<file path="src/hdl/ba_pkg.sv">
// ----------------------------------------------------------------------------
// ba_pkg
// Shared types and codes for the buddy allocator controller and datapath.
// ----------------------------------------------------------------------------
`default_nettype none

package ba_pkg;

   localparam logic [1:0] OP_ALLOC = 2'd0;
   localparam logic [1:0] OP_FREE  = 2'd1;
   localparam logic [1:0] OP_COUNT = 2'd2;

   localparam logic CSR_ENABLE = 1'b0;
   localparam logic CSR_BASE   = 1'b1;

   typedef struct packed {
      logic load;
      logic clr_step;
      logic alloc_init;
      logic scan_rd;
      logic scan_next;
      logic take;
      logic split;
      logic mark;
      logic free_rd;
      logic free_init;
      logic merge_rd;
      logic merge_step;
      logic merge_end;
      logic cnt_step;
      logic res_fail;
      logic res_count;
      logic emit;
   } cmd_type;

   typedef struct packed {
      logic clr_last;
      logic alloc_ok;
      logic hit;
      logic at_want;
      logic free_ok;
      logic at_top;
      logic cnt_end;
      logic rsp_busy;
   } status_type;

endpackage

`default_nettype wire

</file>
<file path="src/hdl/ba_ctrl.sv">
// ----------------------------------------------------------------------------
// ba_ctrl
// Sequencer for allocate, free and count; drives datapath commands.
// ----------------------------------------------------------------------------
`default_nettype none

module ba_ctrl (
   input  wire logic                clock,
   input  wire logic                reset,
   input  wire logic                req_valid,
   input  wire logic [1:0]          req_operation,
   output logic                     req_stall,
   input  wire ba_pkg::status_type  st,
   output ba_pkg::cmd_type          cmd
);
   import ba_pkg::*;

   localparam logic [3:0] S_CLEAR = 4'd0;
   localparam logic [3:0] S_IDLE  = 4'd1;
   localparam logic [3:0] S_ACHK  = 4'd2;
   localparam logic [3:0] S_SRD   = 4'd3;
   localparam logic [3:0] S_SCHK  = 4'd4;
   localparam logic [3:0] S_TAKE  = 4'd5;
   localparam logic [3:0] S_SPLIT = 4'd6;
   localparam logic [3:0] S_FRD   = 4'd7;
   localparam logic [3:0] S_FCHK  = 4'd8;
   localparam logic [3:0] S_FINIT = 4'd9;
   localparam logic [3:0] S_MRD   = 4'd10;
   localparam logic [3:0] S_MCHK  = 4'd11;
   localparam logic [3:0] S_COUNT = 4'd12;
   localparam logic [3:0] S_DONE  = 4'd13;

   logic [3:0] state_ff, state_in;

   assign req_stall = (state_ff != S_IDLE);

   always_comb begin
      cmd      = '0;
      state_in = state_ff;
      case (state_ff)
         S_CLEAR: begin
            cmd.clr_step = 1'b1;
            if (st.clr_last) state_in = S_IDLE;
         end
         S_IDLE: begin
            if (req_valid) begin
               cmd.load = 1'b1;
               case (req_operation)
                  OP_ALLOC: state_in = S_ACHK;
                  OP_FREE:  state_in = S_FRD;
                  OP_COUNT: state_in = S_COUNT;
                  default: begin
                     cmd.res_fail = 1'b1;
                     state_in     = S_DONE;
                  end
               endcase
            end
         end
         S_ACHK: begin
            if (st.alloc_ok) begin
               cmd.alloc_init = 1'b1;
               state_in       = S_SRD;
            end else begin
               cmd.res_fail = 1'b1;
               state_in     = S_DONE;
            end
         end
         S_SRD: begin
            cmd.scan_rd = 1'b1;
            state_in    = S_SCHK;
         end
         S_SCHK: begin
            if (st.hit) begin
               state_in = S_TAKE;
            end else begin
               cmd.scan_next = 1'b1;
               state_in      = S_SRD;
            end
         end
         S_TAKE: begin
            cmd.take = 1'b1;
            state_in = S_SPLIT;
         end
         S_SPLIT: begin
            if (st.at_want) begin
               cmd.mark = 1'b1;
               state_in = S_DONE;
            end else begin
               cmd.split = 1'b1;
            end
         end
         S_FRD: begin
            cmd.free_rd = 1'b1;
            state_in    = S_FCHK;
         end
         S_FCHK: begin
            if (st.free_ok) begin
               state_in = S_FINIT;
            end else begin
               cmd.res_fail = 1'b1;
               state_in     = S_DONE;
            end
         end
         S_FINIT: begin
            cmd.free_init = 1'b1;
            state_in      = S_MRD;
         end
         S_MRD: begin
            if (st.at_top) begin
               cmd.merge_end = 1'b1;
               state_in      = S_DONE;
            end else begin
               cmd.merge_rd = 1'b1;
               state_in     = S_MCHK;
            end
         end
         S_MCHK: begin
            if (st.hit) begin
               cmd.merge_step = 1'b1;
               state_in       = S_MRD;
            end else begin
               cmd.merge_end = 1'b1;
               state_in      = S_DONE;
            end
         end
         S_COUNT: begin
            if (st.cnt_end) begin
               cmd.res_count = 1'b1;
               state_in      = S_DONE;
            end else begin
               cmd.cnt_step = 1'b1;
            end
         end
         S_DONE: begin
            if (!st.rsp_busy) begin
               cmd.emit = 1'b1;
               state_in = S_IDLE;
            end
         end
         default: state_in = S_IDLE;
      endcase
   end

   always_ff @(posedge clock) begin
      if (reset) state_ff <= S_CLEAR;
      else       state_ff <= state_in;
   end

endmodule

`default_nettype wire

</file>
<file path="config.mk">
export PLATFORM = sky130hd
export DESIGN_NAME = ba_ctrl
export DESIGN_NICKNAME = d
export VERILOG_FILES = /design/src/hdl/ba_pkg.sv /design/src/hdl/ba_ctrl.sv
export SDC_FILE = /design/constraint.sdc
export NUM_CORES = 1
export LEC_CHECK = 0
export BUFFER_PORTS_ARGS = -buffer_cell sky130_fd_sc_hd__buf_2
export CORE_UTILIZATION = 40
export CTS_BUF_LIST = sky130_fd_sc_hd__clkbuf_4 sky130_fd_sc_hd__clkbuf_8
export DETAILED_ROUTE_END_ITERATION = 7
export HOLD_SLACK_MARGIN = 0.08
export PLACE_DENSITY = 0.7
export SETUP_SLACK_MARGIN = 0.02
export SYNTH_ARGS = -nofsm -noshare
export SYNTH_HDL_FRONTEND = slang
export SYNTH_SLANG_ARGS = --single-unit
export TNS_END_PERCENT = 100
</file>
<file path="constraint.sdc">
create_clock -name clock -period 2 [get_ports clock]
set_input_delay 0.1 -clock clock [delete_from_list [all_inputs] [get_ports clock]]
set_output_delay 0.1 -clock clock [all_outputs]
set_load 0.01 [all_outputs]
</file>
[After elaboration in Yosys (flattened, before gate mapping)]
Cells that the tools add are included.
Cells by class
  eq/ne operators: 21
  mux-type cells: 43
  reduce and logical (&&, ||, !) cells: 4
Operator list (count)
  case mux 4 bit (14 select lines): 1
  two-way mux 1 bit: 28
  == test 4 bit (second input constant): 6
  two-way mux 4 bit: 6
  == test 4 x 3 -> 1 bit (second input constant): 4
  two-way mux 3 bit: 4
  case mux 4 bit (3 select lines): 1
  inequality test 2 bit (second input constant): 5
  == test 4 x 2 -> 1 bit (second input constant): 2
  AND reduction 5 bit: 1
  == test 4 x 1 -> 1 bit (second input constant): 1
  logical NOT 4 bit: 1
  inequality test 4 x 1 -> 1 bit (second input constant): 1
  case mux 1 bit (3 select lines): 1
  OR reduction 3 bit: 1
  == test 2 x 1 -> 1 bit (second input constant): 1
  == test 2 bit (second input constant): 1
  logical NOT 2 bit: 1
  two-way mux 2 bit: 1
  case mux 1 bit (2 select lines): 1
Storage, ports and cells
  register bits: 4
  output and inout bits: 18
  word-level logic and storage cells: 69

[Depth between registers and ports, before layout]
Gate-level depths: netlist of the first run.
  depth after elaboration: 5
  gate-level depth with buffers: 7
  mapped depth without buffers: 5

[Worst setup path before layout of the first run]
Ideal clock, no wire load.
  path kind: reg2reg
  start: reg state_ff[0]
  end: reg state_ff[1]
  library setup time: 0.114 ns
  arrival: 1.241 ns
  data required time: 1.886 ns
  path slack: 0.645 ns
  stages on the path, launching flop included: 6
  buffers on the path: 1
  clock period less this slack: 1.355 ns
  cells stage by stage: dfxtp_1 -> clkbuf_4 -> nor4_2 -> nor4_4 -> a21oi_1 -> nor2_1
On the way
  word-level cells in the longest chain between the ends: 3
  elaborated cells between the ends (all ways): 21
Ends and longest elaborated chain
  start, declared: RTL line ba_ctrl.sv:33  | logic [3:0] state_ff, state_in;
  start signal, assigned: RTL line ba_ctrl.sv:146  | else state_ff <= state_in;
  == test 4 x 3 -> 1 bit (tied with other cells): RTL line ba_ctrl.sv:40  | case (state_ff)
  inequality test 2 bit (no source line)
  AND reduction 5 bit (no source line)
Parallel ways exist; a longest one is shown, timed or not.
A chain may end at the register's enable or synchronous reset.

[Worst setup path after layout of the first run]
  start: reg state_ff[0]
  end: reg state_ff[2]
The elaborated chain is that of the path after synthesis.

==> summary.txt, run 1 <==
outcome: finished with violations
failing checks: design-rule violations
gr ovfl total: 0
HP Class: input pin to flop
Rel. slew slack: 65.97%
max-cap check violation count: 0
placed cell area: 830.8 um2
Tightest Pin Transition: 0.4975 ns
pre-CTS setup slack: 0.2685 ns
min cycle time layout: 1.774 ns
sw frac: 37.51%
Hold Vio Cnt, Final: 0
Seq/Total Area, Yosys: 11.51%
Residual DRC: 1
Detail Route Antenna Nets: 0
Clk pwr share: 27.0%
post-route setup slack: 0.2259 ns
core area: 0.001559 mm2
worst-path cell chain: buf_4 > nand2b_1 > a2bb2oi_1 > nor3_1 > o31ai_1 > a21oi_1
DRT Pass-1 Iters: 6
CTS buffer count: 3
Initial Util: 44.62%
max reg flops: 4
synthesized area: 695.7 um2
H-tree levels: 1
NetSw: 142.6 uW
asr flop ratio synth: 0%
Syn Area/Cell: 7.645 um2
Worst path max stage delay: 0.58 ns
M2 GR Usage: 29.85%
Setup TNS: 0 ns
PwrDens: 440.3 mW/mm2
Overall Global Routing Usage: 19.47%
CP Launch Type: flop
Buf+Inv Stages, Crit Path: 1
Synth cell types: 40
nets: 139
die area: 0.001910 mm2
Synth Flop Type: dfxtp_1
P_leak: 0.4209 nW
Max Freq: 0.5637 GHz
DR vias/cell: 5.779
Die Wd: 43.71 um
num rows: 14
Regs by FF count: state_ff: 4 flops
Syn Nets: 104
vias in the first global route: 648
share of cells above drive strength 1: 39.52%
area grow syn2layout: 24.10%
antenna violations before repair: 0
RSZ-0062 raised after global routing: no
final setup vio count: 0
CP delay by family, top: compound AO/OA/AOI/OAI gates
part of the cycle the worst path needs: 88.70%
Detail Placement HPWL: 1.360 mm
crit path capture type: flop
clk_lat worst skew: 0.24 ns
DR vias: 809
Layout Utilization: 55.38%
cts hold-fix bufs: 1
diode count: 0
PortBufs: 30
largest net degree at the start of global routing: 16
Slew Viols, Final: 0
Clock Tree Root: clkbuf_4
die height: 43.71 um
total power: 380.1 uW
fill cell count: 166
gr busiest metal: met2
Reg power frac: 27.9%
crit-path max FO: 15
TritonCTS Sinks: 4
CP max stage cell: dfxtp_1
number of gates resized after CTS: 0
Cells after Synth: 91
Biggest register: state_ff
Max Root-Sink Buffers: 2
Reg2Reg Setup Slack: 0.23 ns
Ports: 31
clk_skew: 0.002037 ns
M3 GR Usage: 2.500%
violation count after the first detailed-route iteration: 24
met1 usage: 28.03%
Ys Warns: 0
Comb power frac: 45.1%
CTS tree: done
Worst EP required: 2.12 ns
WL/cell: 12.26 um
VDD IR max: 270.1 uV
routed wire length: 1.716 mm
EDFF count, synth: 0
Setup Fix Bufs, Post-CTS: 0
routability congestion estimate from global placement: 0.8488
Setup CP Type: flop to flop
Synth Register Bits: 4
Int Pwr: 237.5 uW
global-route wire length before repair: 2.822 mm
Clk pin slew, worst setup/hold paths: 0.04 ns
crit path DAT: 1.89 ns
final instance area: 863.3 um2
## worst register-to-register path: cells and delay by family, from the launching register on
| family | cells | cell delay, ns |
|---|---|---|
| AOI/OAI and AO/OA | 3 | 0.62 |
| buffers and inverters | 1 | 0.22 |
| DFF | 1 | 0.58 |
| and+or+nand+nor | 2 | 0.23 |
## layer usage
| layer | vias up | wire length [um] |
|---|---|---|
| met1 | 375 | 821 |
| met3 | 3 | 86 |
| met2 | 26 | 790 |
| li1 | 405 | - |
| met4 | 0 | 17 |
| met5 | - | 0 |
## cells in the final DEF (no fill, tap or decap), drive strengths merged, types with 3 or more instances in the layout
| cell type | count |
|---|---|
| a21oi | 4 |
| buf | 37 |
| clkbuf | 3 |
| dfxtp | 4 |
| inv | 4 |
| nand2 | 4 |
| nand2b | 5 |
| nor2 | 14 |
| nor2b | 3 |
| nor3 | 10 |
| nor4 | 5 |
| o21ai | 4 |
## Yosys cell counts (all sizes together), types with 2 or more instances
cell type / instances / area (um2)
o21ai: 4 / 20.01
a21oi: 4 / 20.02
nand2: 4 / 15.01
and3: 2 / 13.77
nor2b: 3 / 21.27
buf: 4 / 45.04
nor2: 14 / 52.55
nor3: 10 / 55.05
nand2b: 5 / 31.28
nand3: 2 / 10.01
clkbuf: 4 / 42.54
nor4: 5 / 52.55
o22ai: 2 / 12.51
and4: 2 / 17.52
mux2i: 2 / 20.02
dfxtp: 4 / 80.08
inv: 4 / 15.01
## cell type report
cell class                      count  area (um2)  share of cell area (%)
Clock buffer                        3       22.52                   2.609
Inverter                            4       15.01                   1.739
Multi-Input combinational cell     75       513.0                   59.42
Sequential cell                     4       80.08                   9.275
Tap cell                           16       20.02                   2.319
Timing Repair Buffer               38       212.7                   24.64
## through the flow
stage,cells,hold WS (ns)
5_1_grt,140,0.2508
3_5_place_dp,136,0.3255
6_report,140,0.2326
4_1_cts,140,0.2349
2_1_floorplan,91,0.1691
3_3_place_gp,136,0.3227
## power by group through the flow
stage	Clock, mW	Sequential [mW]	Combinational (mW)
floorplan	0	0.0923	0.138
global placement	0	0.106	0.169
detailed placement	0	0.107	0.170
CTS	0.104	0.105	0.172
global route	0.106	0.108	0.191
finish	0.103	0.106	0.171
## worst paths after layout
path	endpoint	cells after the start	from
setup / recovery	state_ff[2]$_SDFFE_PP0P_	6	state_ff[0]$_SDFFE_PP0P_
hold / removal	state_ff[2]$_SDFFE_PP0P_	4	st[4]
setup reg to reg	state_ff[2]$_SDFFE_PP0P_	6	state_ff[0]$_SDFFE_PP0P_
hold reg to reg	state_ff[2]$_SDFFE_PP0P_	4	state_ff[3]$_SDFFE_PP0P_
## cell families (layout without fill, tap and decap cells)
group,after synthesis,after routing,synth area share (%)
compound gates,19,19,21.04
flops,4,4,11.51
mux,2,2,2.878
buf+inv,12,45,14.75
simple gates,54,54,49.82
Power figures use the tool's default switching activity.
==> run 2: changes to the inputs <==
--- a/config.mk
+++ b/config.mk
@@ -6,11 +6,12 @@
 export NUM_CORES = 1
 export LEC_CHECK = 0
 export BUFFER_PORTS_ARGS = -buffer_cell sky130_fd_sc_hd__buf_2
+export CORE_MARGIN = 2
 export CORE_UTILIZATION = 40
 export CTS_BUF_LIST = sky130_fd_sc_hd__clkbuf_4 sky130_fd_sc_hd__clkbuf_8
 export DETAILED_ROUTE_END_ITERATION = 7
 export HOLD_SLACK_MARGIN = 0.08
-export PLACE_DENSITY = 0.7
+export PLACE_DENSITY = 0.72
 export SETUP_SLACK_MARGIN = 0.02
 export SYNTH_ARGS = -nofsm -noshare
 export SYNTH_HDL_FRONTEND = slang
==> constraint.sdc (replaced) <==
create_clock -name clock -period 1.45 [get_ports clock]
set_input_delay 0.0725 -clock clock [delete_from_list [all_inputs] [get_ports clock]]
set_output_delay 0.0725 -clock clock [all_outputs]
set_load 0.01 [all_outputs]
==> run 2 against run 1 <==
The flow finishes with violations (negative setup slack). Largest cell class unchanged. Worst hold slack worse by 0.0052 ns. Power is 64% higher. Critical path type unchanged. Critical endpoint is now state_ff[3]$_SDFFE_PP0P_. Via count is 16% higher. Routed wire length is 43% higher. Sequential power is 35% higher. Critical path depth is 1 higher. Clock skew is 0.0033 ns higher. Highest routed layer is now met3. Die area is 9.4% higher.
==> summary.txt, run 2 (synthesis results as in run 1) <==
Worst EP required: 1.57 ns (was 2.12 ns)
share of cells above drive strength 1: 62.42% (was 39.52%)
antenna violations before repair: 0 (unchanged)
die area: 0.002089 mm2 (was 0.001910 mm2)
max reg flops: 4 (unchanged)
Worst Setup EP: state_ff[3]$_SDFFE_PP0P_ (was state_ff[2]$_SDFFE_PP0P_)
Reg power frac: 22.9% (was 27.9%)
crit-path max FO: 5 (was 15)
Hold Slack: 0.2274 ns (was 0.2326 ns)
Layout Utilization: 71.26% (was 55.38%)
Residual DRC: 0 (was 1)
H-tree levels: 1 (unchanged)
area grow syn2layout: 73.02% (was 24.10%)
worst reg2reg path depth: 7 (was 6)
PwrDens: 516.5 mW/mm2 (was 440.3 mW/mm2)
reg2reg start: state_ff[1]$_SDFFE_PP0P_ (was state_ff[0]$_SDFFE_PP0P_)
final setup vio count: 7 (was 0)
leading cell type in the layout, fill and taps excluded: buf_2 (unchanged)
nets: 164 (was 139)
CTS buffer count: 3 (unchanged)
Clk pin slew, worst setup/hold paths: 0.04 ns (about the same)
num rows: 15 (was 14)
die height: 45.71 um (was 43.71 um)
HP Class: input pin to flop (unchanged)
Initial Util: 41.19% (was 44.62%)
Tightest Pin Transition: 0.3140 ns (was 0.4975 ns)
violation count after the first detailed-route iteration: 17 (was 24)
vias in the first global route: 884 (was 648)
PortBufs: 30 (unchanged)
min cycle time layout: 1.568 ns (was 1.774 ns)
Setup CP Type: flop to flop (unchanged)
RSZ-0062 raised after global routing: yes (was no)
gr ovfl total: 0 (unchanged)
most frequent cells in the layout: buf_2 (29), buf_4 (22), nor2_1 (13), buf_6 (11) (was buf_2 (30), nor2_1 (14), nor3_1 (9), buf_4 (7), nand2b_1 (5))
TritonCTS Sinks: 4 (unchanged)
routability congestion estimate from global placement: 0.8314 (was 0.8488)
NetSw: 233.9 uW (was 142.6 uW)
diode count: 0 (unchanged)
global-route wire length before repair: 3.746 mm (was 2.822 mm)
max-cap check violation count: 0 (unchanged)
Overall Global Routing Usage: 24.25% (was 19.47%)
Hold Vio Cnt, Final: 0 (unchanged)
clk_skew: 0.005291 ns (was 0.002037 ns)
part of the cycle the worst path needs: 108.2% (was 88.70%)
Max Root-Sink Buffers: 2 (unchanged)
Max Freq: 0.6376 GHz (was 0.5637 GHz)
Comb power frac: 54.6% (was 45.1%)
post-route setup slack: -0.1184 ns (was 0.2259 ns)
routed wire length: 2.451 mm (was 1.716 mm)
CP Launch Type: flop (unchanged)
Clock Tree Root: clkbuf_4 (unchanged)
Die Wd: 45.71 um (was 43.71 um)
crit path DAT: 1.69 ns (was 1.89 ns)
total power: 621.6 uW (was 380.1 uW)
worst setup path start: state_ff[1]$_SDFFE_PP0P_ (was state_ff[0]$_SDFFE_PP0P_)
VDD IR max: 606.4 uV (was 270.1 uV)
DR vias/cell: 5.633 (was 5.779)
core area: 0.001689 mm2 (was 0.001559 mm2)
failing checks: negative setup slack (was design-rule violations)
Detail Route Antenna Nets: 0 (unchanged)
Ports: 31 (unchanged)
DR vias: 935 (was 809)
reg2reg end: state_ff[3]$_SDFFE_PP0P_ (was state_ff[2]$_SDFFE_PP0P_)
Regs by FF count: state_ff: 4 flops (unchanged)
clk_lat worst skew: 0.24 ns (about the same)
Rel. slew slack: 78.91% (was 65.97%)
outcome: finished with violations (unchanged)
largest net degree at the start of global routing: 14 (was 16)
Int Pwr: 387.7 uW (was 237.5 uW)
CTS tree: done (unchanged)
Detail Placement HPWL: 1.659 mm (was 1.360 mm)
Clk pwr share: 22.4% (was 27.0%)
sw frac: 37.63% (was 37.51%)
Slew Viols, Final: 0 (unchanged)
WL/cell: 14.77 um (was 12.26 um)
Reg2Reg Setup Slack: -0.12 ns (was 0.23 ns)
Biggest register: state_ff (unchanged)
P_leak: 0.5833 nW (was 0.4209 nW)
crit path capture type: flop (unchanged)
DRT Pass-1 Iters: 5 (was 6)
==> run 2: cell count changes in the layout (fill, tap and decap cells not counted), sizes merged <==
cell  previous run  this run
buf             37        62
==> run 2: metal layers <==
metal	share of wire [%]	routed length, um	up-vias	track usage (%)
li1	-	-	458	-
met1	41	1002	437	29.29
met2	54	1318	40	44.79
met3	5.3	131	0	6.349
met4	0	0	0	1.143
met5	0	0	-	0
==> run 2: stage by stage <==
step	cell area (um2)	TNS [ns]	std cells	setup slack, ns
detailed placement	967.2	-0.3724	155	-0.1328
global placement	967.2	-0.1427	155	-0.06197
CTS	1150	-0.1455	165	-0.04524
global route	1204	-0.7824	166	-0.1652
floorplan	695.7	0	91	0.09549
finish	1204	-0.3304	166	-0.1184
==> run 2: how the worst min path moves through the flow <==
stage | from | endpoint | slack [ns] | cells past startpoint
final | st[4] | state_ff[1]$_SDFFE_PP0P_ | 0.23 | 4
after global routing | st[4] | state_ff[1]$_SDFFE_PP0P_ | 0.27 | 4
after global placement | reset | state_ff[2]$_SDFFE_PP0P_ | 0.29 | 2
after floorplan | reset | state_ff[2]$_SDFFE_PP0P_ | 0.14 | 1
after CTS | st[4] | state_ff[1]$_SDFFE_PP0P_ | 0.22 | 4
after detailed placement | reset | state_ff[0]$_SDFFE_PP0P_ | 0.29 | 2
==> run 2: area by class of cell <==
| cell class | count | area (um2) |
|---|---|---|
| multi-input cells | 75 | 605.6 |
| fillers | 127 | 485.5 |
| repair buffers | 63 | 444.2 |
| flip-flops and latches | 4 | 95.09 |
| clock buffers | 3 | 22.52 |
| well taps | 17 | 21.27 |
| inverters | 4 | 15.01 |
==> run 2: power groups by stage <==
stage	logic, mW	registers (mW)	clock network, mW
6_report	0.340	0.143	0.139
5_1_grt	0.363	0.145	0.157
4_1_cts	0.320	0.141	0.141
3_5_place_dp	0.277	0.142	0
3_3_place_gp	0.273	0.142	0
2_1_floorplan	0.191	0.127	0
==> run 2: timing repair <==
action / 4_1_cts / 5_1_grt
endpoints found under the setup margin: 18 / 14
pin swaps: 12 / 8
setup buffers: 6 / 1
hold endpoints to repair: 4 / 0
hold buffers: 1 / 0
resized for setup: 26 / 11
==> run 2: worst max-delay path: stages, from the launching register on <==
cell,delay [ns]
dfxtp_4,0.36
buf_6,0.13
nand3b_4,0.16
o32ai_4,0.30
buf_6,0.15
nor4_4,0.04
a21oi_1,0.25
nor2_1,0.06
